==> src/design/c_escape_sequence_decoder_assert.svh <==
// ----------------------------------------------------------------------------
// Assertion macros for the escape sequence decoder
// Clocked on i_clk, disabled while i_rst_n is low.
// ----------------------------------------------------------------------------
`ifndef C_ESCAPE_SEQUENCE_DECODER_ASSERT_SVH
`define C_ESCAPE_SEQUENCE_DECODER_ASSERT_SVH

`ifndef NO_ASSERTIONS

// same-cycle implication
`define CESD_ASSERT_IMPLY(lbl, ante, cons, msg) \
    lbl: assert property (@(posedge i_clk) disable iff (!i_rst_n) (ante) |-> (cons)) \
        else $error(msg);

// next-cycle implication
`define CESD_ASSERT_NEXT(lbl, ante, cons, msg) \
    lbl: assert property (@(posedge i_clk) disable iff (!i_rst_n) (ante) |=> (cons)) \
        else $error(msg);

`else

`define CESD_ASSERT_IMPLY(lbl, ante, cons, msg)
`define CESD_ASSERT_NEXT(lbl, ante, cons, msg)

`endif

`endif

==> src/design/cesd_pkg.sv <==
// ----------------------------------------------------------------------------
// cesd_pkg
// Types, constants and helper functions shared by the escape sequence decoder.
// ----------------------------------------------------------------------------
package cesd_pkg;

    localparam int unsigned FIFO_DEPTH = 4;
    localparam int unsigned PTR_W      = $clog2(FIFO_DEPTH);
    localparam int unsigned CNT_W      = $clog2(FIFO_DEPTH + 1);

    localparam logic [7:0] CH_NUL       = 8'h00;
    localparam logic [7:0] CH_BACKSLASH = 8'h5c;

    typedef enum logic [2:0] {
        MODE_NORMAL = 3'd0,
        MODE_ESC    = 3'd1,
        MODE_OCT    = 3'd2,
        MODE_HEX    = 3'd3,
        MODE_HEX1   = 3'd4
    } t_mode;

    typedef struct packed {
        logic [7:0] data;
        logic       byte_valid;
        logic       last;
    } t_result;

    // results of one transaction, in delivery order
    typedef struct packed {
        logic [1:0] cnt;
        t_result    r0;
        t_result    r1;
    } t_dec_out;

    function automatic logic is_octal(input logic [7:0] b);
        return (b >= 8'h30) && (b <= 8'h37);
    endfunction

    // {is_hex, nibble}
    function automatic logic [4:0] hex_digit(input logic [7:0] b);
        logic ok;
        logic [3:0] nib;
        ok  = ((b >= 8'h30) && (b <= 8'h39)) || ((b >= 8'h61) && (b <= 8'h66)) ||
              ((b >= 8'h41) && (b <= 8'h46));
        nib = (b > 8'h39) ? (b[3:0] + 4'd9) : b[3:0];
        return {ok, nib};
    endfunction

    // {known, value} for single-character escapes
    function automatic logic [8:0] esc_char(input logic [7:0] b);
        logic [8:0] r;
        unique case (b)
            8'h61:   r = {1'b1, 8'h07};  // a
            8'h62:   r = {1'b1, 8'h08};  // b
            8'h66:   r = {1'b1, 8'h0c};  // f
            8'h6e:   r = {1'b1, 8'h0a};  // n
            8'h72:   r = {1'b1, 8'h0d};  // r
            8'h74:   r = {1'b1, 8'h09};  // t
            8'h76:   r = {1'b1, 8'h0b};  // v
            8'h5c, 8'h3f, 8'h27, 8'h22: r = {1'b1, b};
            default: r = {1'b0, 8'h00};
        endcase
        return r;
    endfunction

    function automatic logic is_hex_intro(input logic [7:0] b);
        return (b == 8'h78) || (b == 8'h58);
    endfunction

endpackage

==> src/design/cesd_in_reg.sv <==
// ----------------------------------------------------------------------------
// cesd_in_reg
// Input register: holds one source byte until the decoder can take it.
// ----------------------------------------------------------------------------
module cesd_in_reg
    import cesd_pkg::*;
(
    input  logic       i_clk,
    input  logic       i_rst_n,
    input  logic       i_valid,
    output logic       o_ready,
    input  logic [7:0] i_byte,
    input  logic       i_last,
    input  logic       i_room,
    output logic       o_consume,
    output logic [7:0] o_byte,
    output logic       o_last
);

    logic       r_valid;
    logic       n_valid;
    logic [7:0] r_byte;
    logic       r_last;
    logic       accept;

    assign o_consume = r_valid && i_room;
    assign o_ready   = !r_valid || o_consume;
    assign accept    = i_valid && o_ready;
    assign n_valid   = accept || (r_valid && !o_consume);
    assign o_byte    = r_byte;
    assign o_last    = r_last;

    always_ff @(posedge i_clk) begin
        if (!i_rst_n) begin
            r_valid <= 1'b0;
        end else begin
            r_valid <= n_valid;
        end
    end

    always_ff @(posedge i_clk) begin
        if (accept) begin
            r_byte <= i_byte;
            r_last <= i_last;
        end
    end

endmodule

==> src/design/cesd_decode.sv <==
// ----------------------------------------------------------------------------
// cesd_decode
// Parser state and the single-pass decode of one source byte into up to two
// results.
// ----------------------------------------------------------------------------
`include "c_escape_sequence_decoder_assert.svh"

module cesd_decode
    import cesd_pkg::*;
(
    input  logic       i_clk,
    input  logic       i_rst_n,
    input  logic       i_consume,
    input  logic [7:0] i_byte,
    input  logic       i_last,
    output t_dec_out   o_dec
);

    t_mode      r_mode,    n_mode;
    logic [7:0] r_pend,    n_pend;
    logic [1:0] r_dcnt,    n_dcnt;
    logic       r_halted,  n_halted;

    logic       a_en, b_en, c_en, plain_go;
    logic [7:0] a_val, b_val, c_val, oct_val;
    logic [1:0] dcnt_inc, cnt;
    logic [4:0] hx;
    logic [8:0] esc;
    t_result    res0, res1;

    assign hx       = hex_digit(i_byte);
    assign esc      = esc_char(i_byte);
    assign oct_val  = {r_pend[4:0], i_byte[2:0]};
    assign dcnt_inc = r_dcnt + 2'd1;

    always_comb begin
        n_mode   = r_mode;
        n_pend   = r_pend;
        n_dcnt   = r_dcnt;
        n_halted = r_halted;
        a_en     = 1'b0;
        a_val    = r_pend;
        plain_go = 1'b0;
        b_en     = 1'b0;
        b_val    = i_byte;

        unique case (r_mode)
            MODE_ESC: begin
                n_mode = MODE_NORMAL;
                if (i_byte == CH_NUL) begin
                    n_halted = 1'b1;
                end else if (is_octal(i_byte)) begin
                    n_pend = {5'd0, i_byte[2:0]};
                    n_dcnt = 2'd1;
                    n_mode = MODE_OCT;
                end else if (esc[8]) begin
                    a_en  = 1'b1;
                    a_val = esc[7:0];
                end else if (is_hex_intro(i_byte)) begin
                    n_mode = MODE_HEX;
                end
            end
            MODE_OCT: begin
                if (is_octal(i_byte)) begin
                    n_pend = oct_val;
                    n_dcnt = dcnt_inc;
                    if (dcnt_inc == 2'd3) begin
                        a_en   = 1'b1;
                        a_val  = oct_val;
                        n_mode = MODE_NORMAL;
                        n_dcnt = 2'd0;
                    end
                end else begin
                    a_en     = 1'b1;
                    n_mode   = MODE_NORMAL;
                    n_dcnt   = 2'd0;
                    plain_go = 1'b1;
                end
            end
            MODE_HEX: begin
                if (hx[4]) begin
                    n_pend = {4'd0, hx[3:0]};
                    n_mode = MODE_HEX1;
                end else begin
                    n_mode   = MODE_NORMAL;
                    plain_go = 1'b1;
                end
            end
            MODE_HEX1: begin
                n_mode = MODE_NORMAL;
                a_en   = 1'b1;
                if (hx[4]) begin
                    a_val = {r_pend[3:0], hx[3:0]};
                end else begin
                    plain_go = 1'b1;
                end
            end
            default: begin
                n_mode   = MODE_NORMAL;
                plain_go = 1'b1;
            end
        endcase

        if (plain_go) begin
            priority if (i_byte == CH_NUL) begin
                n_halted = 1'b1;
                n_mode   = MODE_NORMAL;
            end else if (i_byte == CH_BACKSLASH) begin
                n_mode = MODE_ESC;
            end else begin
                b_en = 1'b1;
            end
        end

        // a value still being built is flushed at end of string
        c_en  = i_last && ((n_mode == MODE_OCT) || (n_mode == MODE_HEX1));
        c_val = n_pend;

        if (r_halted) begin
            a_en   = 1'b0;
            b_en   = 1'b0;
            c_en   = 1'b0;
            n_mode = r_mode;
            n_pend = r_pend;
            n_dcnt = r_dcnt;
        end

        cnt  = {1'b0, a_en} + {1'b0, b_en} + {1'b0, c_en};
        res0 = a_en ? t_result'{data: a_val, byte_valid: 1'b1, last: 1'b0} :
               b_en ? t_result'{data: b_val, byte_valid: 1'b1, last: 1'b0} :
                      t_result'{data: c_val, byte_valid: 1'b1, last: 1'b0};
        res1 = (a_en && b_en) ? t_result'{data: b_val, byte_valid: 1'b1, last: 1'b0} :
                                t_result'{data: c_val, byte_valid: 1'b1, last: 1'b0};

        if (i_last) begin
            if (cnt == 2'd0) begin
                res0 = t_result'{data: 8'h00, byte_valid: 1'b0, last: 1'b0};
                cnt  = 2'd1;
            end
            if (cnt == 2'd1) begin
                res0.last = 1'b1;
            end else begin
                res1.last = 1'b1;
            end
            n_mode   = MODE_NORMAL;
            n_pend   = 8'h00;
            n_dcnt   = 2'd0;
            n_halted = 1'b0;
        end
    end

    always_comb begin
        o_dec.cnt = i_consume ? cnt : 2'd0;
        o_dec.r0  = res0;
        o_dec.r1  = res1;
    end

    always_ff @(posedge i_clk) begin
        if (!i_rst_n) begin
            r_mode   <= MODE_NORMAL;
            r_pend   <= 8'h00;
            r_dcnt   <= 2'd0;
            r_halted <= 1'b0;
        end else if (i_consume) begin
            r_mode   <= n_mode;
            r_pend   <= n_pend;
            r_dcnt   <= n_dcnt;
            r_halted <= n_halted;
        end
    end

    `CESD_ASSERT_IMPLY(a_halted_silent, i_consume && r_halted && !i_last, o_dec.cnt == 2'd0, "halted decoder produced a byte")
    `CESD_ASSERT_NEXT(a_last_clears, i_consume && i_last, (r_mode == MODE_NORMAL) && !r_halted && (r_dcnt == 2'd0), "state not cleared after end of string")
    `CESD_ASSERT_IMPLY(a_last_emits, i_consume && i_last, o_dec.cnt != 2'd0, "end of string produced no result")

endmodule

==> src/design/cesd_out_fifo.sv <==
// ----------------------------------------------------------------------------
// cesd_out_fifo
// Small result queue: takes up to two results a cycle, delivers one.
// ----------------------------------------------------------------------------
`include "c_escape_sequence_decoder_assert.svh"

module cesd_out_fifo
    import cesd_pkg::*;
(
    input  logic       i_clk,
    input  logic       i_rst_n,
    input  t_dec_out   i_push,
    output logic       o_room,
    output logic       o_valid,
    input  logic       i_ready,
    output logic [7:0] o_byte,
    output logic       o_byte_valid,
    output logic       o_last
);

    t_result            r_mem [FIFO_DEPTH];
    logic [PTR_W-1:0]   r_wr_ptr, n_wr_ptr;
    logic [PTR_W-1:0]   r_rd_ptr, n_rd_ptr;
    logic [CNT_W-1:0]   r_count,  n_count;
    logic [PTR_W-1:0]   wr_ptr1;
    logic               pop;

    assign o_valid      = (r_count != '0);
    assign pop          = o_valid && i_ready;
    assign o_room       = (r_count <= CNT_W'(FIFO_DEPTH - 2));
    assign o_byte       = r_mem[r_rd_ptr].data;
    assign o_byte_valid = r_mem[r_rd_ptr].byte_valid;
    assign o_last       = r_mem[r_rd_ptr].last;

    assign wr_ptr1  = r_wr_ptr + PTR_W'(1);
    assign n_wr_ptr = r_wr_ptr + PTR_W'(i_push.cnt);
    assign n_rd_ptr = r_rd_ptr + PTR_W'(pop);
    assign n_count  = r_count + CNT_W'(i_push.cnt) - CNT_W'(pop);

    always_ff @(posedge i_clk) begin
        if (!i_rst_n) begin
            r_wr_ptr <= '0;
            r_rd_ptr <= '0;
            r_count  <= '0;
        end else begin
            r_wr_ptr <= n_wr_ptr;
            r_rd_ptr <= n_rd_ptr;
            r_count  <= n_count;
        end
    end

    always_ff @(posedge i_clk) begin
        if (i_push.cnt != 2'd0) begin
            r_mem[r_wr_ptr] <= i_push.r0;
        end
        if (i_push.cnt == 2'd2) begin
            r_mem[wr_ptr1] <= i_push.r1;
        end
    end

    `CESD_ASSERT_IMPLY(a_push_has_room, i_push.cnt != 2'd0, r_count <= CNT_W'(FIFO_DEPTH - 2), "result queue overflow")
    `CESD_ASSERT_IMPLY(a_push_cnt_max, 1'b1, i_push.cnt != 2'd3, "more than two results in one transaction")
    `CESD_ASSERT_IMPLY(a_count_bound, 1'b1, r_count <= CNT_W'(FIFO_DEPTH), "result count above queue depth")

endmodule

==> src/design/c_escape_sequence_decoder.sv <==
// ----------------------------------------------------------------------------
// c_escape_sequence_decoder
// Decodes C string literal escapes from a byte stream into decoded bytes.
// ----------------------------------------------------------------------------
// Takes one source byte per cycle and decodes it in a single pass between the
// input register and a four-entry result queue; the results are written into the
// queue and presented on the output from there. Most bytes yield zero or
// one result. A byte that closes an octal or hex value and also yields its own
// result produces two, but such a byte is always preceded by at least two
// bytes that yield nothing (a backslash and a digit), so with a ready sink the
// queue absorbs the extra result and the block sustains one byte per cycle;
// input stalls only when the sink holds off and the queue has fewer than two
// free entries. The item with in_last always yields a result with out_last set
// (a bare marker with byte_valid low when there is no byte), after which the
// parser is back in its reset state.
// ----------------------------------------------------------------------------
module c_escape_sequence_decoder
    import cesd_pkg::*;
(
    input  logic       i_clk,
    input  logic       i_rst_n,
    input  logic       i_valid,
    output logic       o_ready,
    input  logic [7:0] i_in_byte,
    input  logic       i_in_last,
    output logic       o_valid,
    input  logic       i_ready,
    output logic [7:0] o_out_byte,
    output logic       o_byte_valid,
    output logic       o_out_last
);

    logic       room;
    logic       consume;
    logic [7:0] cur_byte;
    logic       cur_last;
    t_dec_out   dec;

    cesd_in_reg u_in_reg (
        .i_clk     (i_clk),
        .i_rst_n   (i_rst_n),
        .i_valid   (i_valid),
        .o_ready   (o_ready),
        .i_byte    (i_in_byte),
        .i_last    (i_in_last),
        .i_room    (room),
        .o_consume (consume),
        .o_byte    (cur_byte),
        .o_last    (cur_last)
    );

    cesd_decode u_decode (
        .i_clk     (i_clk),
        .i_rst_n   (i_rst_n),
        .i_consume (consume),
        .i_byte    (cur_byte),
        .i_last    (cur_last),
        .o_dec     (dec)
    );

    cesd_out_fifo u_out_fifo (
        .i_clk        (i_clk),
        .i_rst_n      (i_rst_n),
        .i_push       (dec),
        .o_room       (room),
        .o_valid      (o_valid),
        .i_ready      (i_ready),
        .o_byte       (o_out_byte),
        .o_byte_valid (o_byte_valid),
        .o_last       (o_out_last)
    );

endmodule

==> config.mk <==
export PLATFORM = sky130hd
export DESIGN_NAME = c_escape_sequence_decoder
export DESIGN_NICKNAME = d
export VERILOG_FILES = /design/src/design/cesd_pkg.sv /design/src/design/cesd_in_reg.sv /design/src/design/cesd_decode.sv /design/src/design/cesd_out_fifo.sv /design/src/design/c_escape_sequence_decoder.sv
export VERILOG_INCLUDE_DIRS = /design/src /design/src/design
export SDC_FILE = /design/constraint.sdc
export NUM_CORES = 1
export LEC_CHECK = 0
export ABC_AREA = 0
export BUFFER_PORTS_ARGS = -buffer_cell sky130_fd_sc_hd__buf_2
export CORE_ASPECT_RATIO = 1.5
export CORE_MARGIN = 4
export CORE_UTILIZATION = 62
export CTS_CLUSTER_DIAMETER = 120
export DETAILED_ROUTE_END_ITERATION = 16
export HOLD_SLACK_MARGIN = 0.06
export PLACE_DENSITY = 0.81
export SETUP_SLACK_MARGIN = 0.05
export SLEW_MARGIN = 5
export SYNTH_ARGS = -nofsm -noshare
export SYNTH_HDL_FRONTEND = slang
export SYNTH_SLANG_ARGS = --single-unit
export TNS_END_PERCENT = 30
==> constraint.sdc <==
create_clock -name i_clk -period 5.4 [get_ports i_clk]
set_input_delay 0.81 -clock i_clk [delete_from_list [all_inputs] [get_ports i_clk]]
set_output_delay 0.81 -clock i_clk [all_outputs]
set_load 0.01 [all_outputs]
-- Yosys cells after proc, flatten, opt, wreduce, memory -nomap -nowiden
Memory sizes are Yosys's and may differ from the RTL's. A register that Yosys moved wholly into a read port is not among the register bits.
Cells that the tools add are included.
Widths: inputs -> output; s select.
- register bits after elaboration: 31
- bits in writable memories: 40
- input port bits: 13
- logic and storage cells: 154
- output and inout bits: 12
- memories: 1
- muxes and demuxes: 73
- equal/unequal tests: 25
- order comparisons: 9
- reduce and logical (&&, ||, !) cells: 27
- add/subtract/negate cells: 9
- memories (memory ; depth ; bits a word ; rd ports ; clocked after Yosys merged registers in ; write ports ; line ; RTL):
    u_out_fifo.r_mem ; 4 ; 10 ; 1 ; 1 ; 2 ; cesd_out_fifo.sv:21 ; t_result r_mem [FIFO_DEPTH];
- operator list (cell ; count):
    $mux 8 ; 12
    $eq 8x7->1 const B ; 10
    $pmux 9 s8 ; 1
    $mux 10 ; 5
    $pmux 8 s3 ; 2
    $mux 3 ; 11
    $mux 1 ; 25
    $eq 8x6->1 const B ; 3
    $mux 2 ; 12
    $ge 8x7->1 const B ; 2
    $le 8x6->1 const B ; 2
    $le 8x7->1 const B ; 2
    $logic_and 1x1->1 ; 10
    $eq 3x2->1 const B ; 3
    $pmux 3 s3 ; 1
    $ge 8x6->1 const B ; 1
    $gt 8x6->1 const B ; 1
    $logic_not 8->1 ; 1
    $eq 3x3->1 const B ; 2
    $logic_or 1x1->1 ; 6
    $pmux 1 s3 ; 2
    $reduce_bool 3->1 ; 2
    $reduce_and 5->1 ; 1
    $add 2x1->2 ; 2
    21 further kinds ; 24

-- Longest topological paths before layout
- depth in word-level cells: 23
- gate-level depth with buffers: 20
- mapped depth without buffers: 18

-- Cells and area by module
A second synthesis with hierarchy kept.
- cells, all modules: 474
- area total of the unflattened synthesis: 5192.5 um^2
- modules (own cells, without submodules) (module ; seq. area each (um^2) ; cells each ; times used ; area an instance (um^2)):
    cesd_out_fifo ; 1341.3 ; 142 ; 1 ; 2476.1
    cesd_decode ; 280.3 ; 317 ; 1 ; 2381.0
    cesd_in_reg ; 290.3 ; 15 ; 1 ; 335.3

-- Worst setup path after synthesis
OpenSTA, ideal clock, no wires.
- path kind: register to register
- from: register u_in_reg.r_byte[1] (netlist: u_in_reg.o_byte[1])
- to: memory u_out_fifo.r_mem[2][0] in the netlist's numbering (enable)
- required time: 5013 ps
- setup time: 387 ps
- cell stages (with the launch flop): 18
- slack: 568 ps
- buffers on the path: 3
- data arrival time: 4445 ps
- path through: edfxtp_1 clkbuf_1 inv_1 ha_1 or3b_1 and4_4 or3_1 buf_2 o22a_1 o22a_1 nor2_1 nor4_1 fa_1 clkbuf_1 nor2_1 a21oi_1 nand2_1 o21ai_0
- RTL lines (what ; line ; RTL):
    start: declaration ; cesd_in_reg.sv:22 ; logic [7:0] r_byte;
    start signal: assignment ; cesd_in_reg.sv:43 ; r_byte <= i_byte;
    end: declaration ; cesd_out_fifo.sv:21 ;

==> impl_metrics.tcl <==
set metrics [dict create \
    postRouteAntennaNets 0 \
    fmax_mhz 207.7 \
    drive_above_1_share_pct 15.34 \
    first_pass_iters 6 \
    grt_pass1_vias 4026 \
    drv_slew 0 \
    die_width_um 78.89 \
    finalCritPeriodShare_pct 89.15 \
    wire_per_inst_um 20.41 \
    start_util_pct 64.24 \
    power_density_mw_per_mm2 294.1 \
    cts_sinks 71 \
    synth_commonest_cells "45 x edfxtp_1, 40 x nor2_1, 33 x nand2_1" \
    core-area_sq_mm 0.007274 \
    post_cts_resized 0 \
    synth_top_area_share_pct 28.92 \
    crit_required_ps 5460 \
    leakage_nw 1.745 \
    syn_to_final_growth_pct 9.103 \
    drc 0 \
    grt_overflow 0 \
    outcome "finished clean" \
    synth_warnings 0 \
    vias 4118 \
    syn_area_sq_mm 0.004673 \
    detail_route.wirelength_um 12550 \
    p_total_w 0.001500 \
    finClkSkew_ps 10.53 \
    fin_nets 535 \
    ys_ff_latch 71 \
    slew_headroom_pct 36.15 \
    start_kind "flop" \
    synthFlopType "edfxtp_1" \
    cts_buffers 9 \
    multi_input_area_sq_mm 0.002592 \
    endpoint_kind "flop" \
    hold_class "reg2reg" \
    synth_cell_types 70 \
    htree_levels 3 \
    clockBufferDepth 2 \
    synth_edf_count 45 \
    syn_area_per_cell_sq_um 9.479 \
    cp.arrival_ps 4880 \
    dp_hpwl_um 9720 \
    regArea_sq_mm 0.001872 \
    antenna_found_initial 0 \
    hold_viol_final 0 \
    num-fill-cells 540 \
    tns_ps 0 \
    grt_usage_pct 29.53 \
    synth_nets 518 \
    maxCapViolations 0 \
    detailedRoute.firstIterationViolations 442 \
    worst-path-max-fanout 11 \
    yosys.area.top_type "edfxtp_1" \
    antenna_cells 0 \
    cts_hold_buf 0 \
    routabilityCongestion 0.9778 \
    grt_pass1_wl_um 20310 \
    synth_cells 493 \
    clk_pin_slew_worst_paths_ps 80 \
    insertion_delay_ps 360 \
    port_buffers 24 \
    synth-seq-area-share_pct 40.05 \
    period_minus_slack_ps 4814 \
    avgViaCountPerCell 6.696 \
    ir_drop_v 0.0002213 \
    grt_max_degree 25 \
    setup_viol 0 \
    dieArea_sq_mm 0.009019 \
    criticalPathCategory "reg2reg" \
    cts_root_buffer "clkbuf_8" \
    worst_pin_slew_ps 945.8 \
    async_flop_share_pct 0 \
    rsz0062_at_grt "no" \
    cts_tree "yes" \
    yosysMostFrequentCell "edfxtp_1" \
    die_h_um 114.3 \
    rows 38 \
    cts_setup_buffers 0 \
    synthTopCellsByArea "edfxtp_1 29%, dfxtp_1 11%, mux4_2 4.8%" \
    pin_count 25 \
]
==> placed cells by master (no fill, tap or decap), types with 10 or more instances in the layout <==
| cell type | instances |
|---|---|
| inv_1 | 21 |
| buf_2 | 24 |
| dfxtp_1 | 26 |
| nor2_1 | 40 |
| a22oi_1 | 14 |
| and2_1 | 10 |
| nand3_1 | 12 |
| clkbuf_8 | 10 |
| ha_1 | 10 |
| a21oi_1 | 29 |
| nor2b_1 | 15 |
| o21ai_0 | 18 |
| nor3_1 | 16 |
| o22ai_1 | 31 |
| edfxtp_1 | 45 |
| mux4_2 | 10 |
| mux2i_1 | 15 |
| buf_4 | 12 |
| nand2_1 | 33 |
==> stage by stage <==
stage | util (%) | std cells | hold WS, ps | instance area, sq um | setup WS [ps]
floorplan | - | 493 | 450.8 | 4673 | 567.5
global placement | 67.11 | 599 | 487.1 | 4882 | 773.0
detailed placement | 67.11 | 599 | 502.0 | 4882 | 654.5
CTS | 70.09 | 615 | 513.6 | 5099 | 630.0
global route | 70.09 | 615 | 560.9 | 5099 | 236.1
finish | 70.09 | 615 | 510.4 | 5099 | 586.1
==> worst paths after layout <==
kind / start / to / slack [ps] / cells past startpoint
setup reg to reg: u_in_reg.o_byte[1]$_DFFE_PP_ / u_out_fifo.r_mem[2][7]$_DFFE_PP_ / 590 / 15
hold / removal: u_decode.r_dcnt[0]$_SDFFE_PN0P_ / u_decode.r_dcnt[0]$_SDFFE_PN0P_ / 510 / 2
hold reg to reg: u_decode.r_dcnt[0]$_SDFFE_PN0P_ / u_decode.r_dcnt[0]$_SDFFE_PN0P_ / 510 / 2
setup / recovery: u_in_reg.o_byte[1]$_DFFE_PP_ / u_out_fifo.r_mem[2][7]$_DFFE_PP_ / 590 / 15
==> final cells by class <==
class / count / share of cell area (%)
Multi-Input combinational cell: 370 / 50.85
Sequential cell: 71 / 36.71
Timing Repair Buffer: 36 / 4.123
Clock buffer: 12 / 3.264
Tap cell: 100 / 2.454
Inverter: 22 / 1.620
Clock inverter: 4 / 0.9816
==> state kept, by name, summed over array words and instances, names as in the netlist <==
register and flops:
u_out_fifo.r_mem 40, u_decode.r_pend 8, u_in_reg.o_byte 8, u_decode.r_mode 3
u_out_fifo.r_count 3, u_decode.r_dcnt 2, u_out_fifo.r_rd_ptr 2, u_out_fifo.r_wr_ptr 2
u_decode.r_halted 1, u_in_reg.o_last 1, u_in_reg.r_valid 1
==> cells by family after synthesis <==
logic type	after synthesis	synth area share, %
flops	71	40.05
buf+inv	52	4.471
compound gates	155	22.73
fa+ha+maj	12	3.534
mux	30	9.317
xor+xnor	7	1.312
simple gates	166	18.58
==> worst max-delay path, stage by stage, from the launching register on <==
cell and delay, ps:
edfxtp_1 570, inv_1 160, ha_1 260, or3b_1 390, and4_4 190, or3_1 520
o22a_1 270, o22a_1 210, nor2_1 160, nor4_1 110, fa_1 700, nor2_1 110
a21oi_1 330, nand2_1 150, o21ai_0 180, buf_4 210
==> report_power, final <==
group          total (W)  switching [W]  internal, W  leakage, nW
logic           0.000346       0.000173     0.000173        0.985
clock network   0.000461       0.000207     0.000254        0.112
registers       0.000692      0.0000681     0.000624        0.648
==> layer usage <==
layer	GRT usage [%]	part of all wire (%)	vias up
met4	18.35	6.9	0
li1	-	-	1926
met1	32.90	36	1891
met5	0	0	-
met3	4.409	6.0	68
met2	52.30	51	233
No activity file was read; power rests on OpenSTA's default activity.
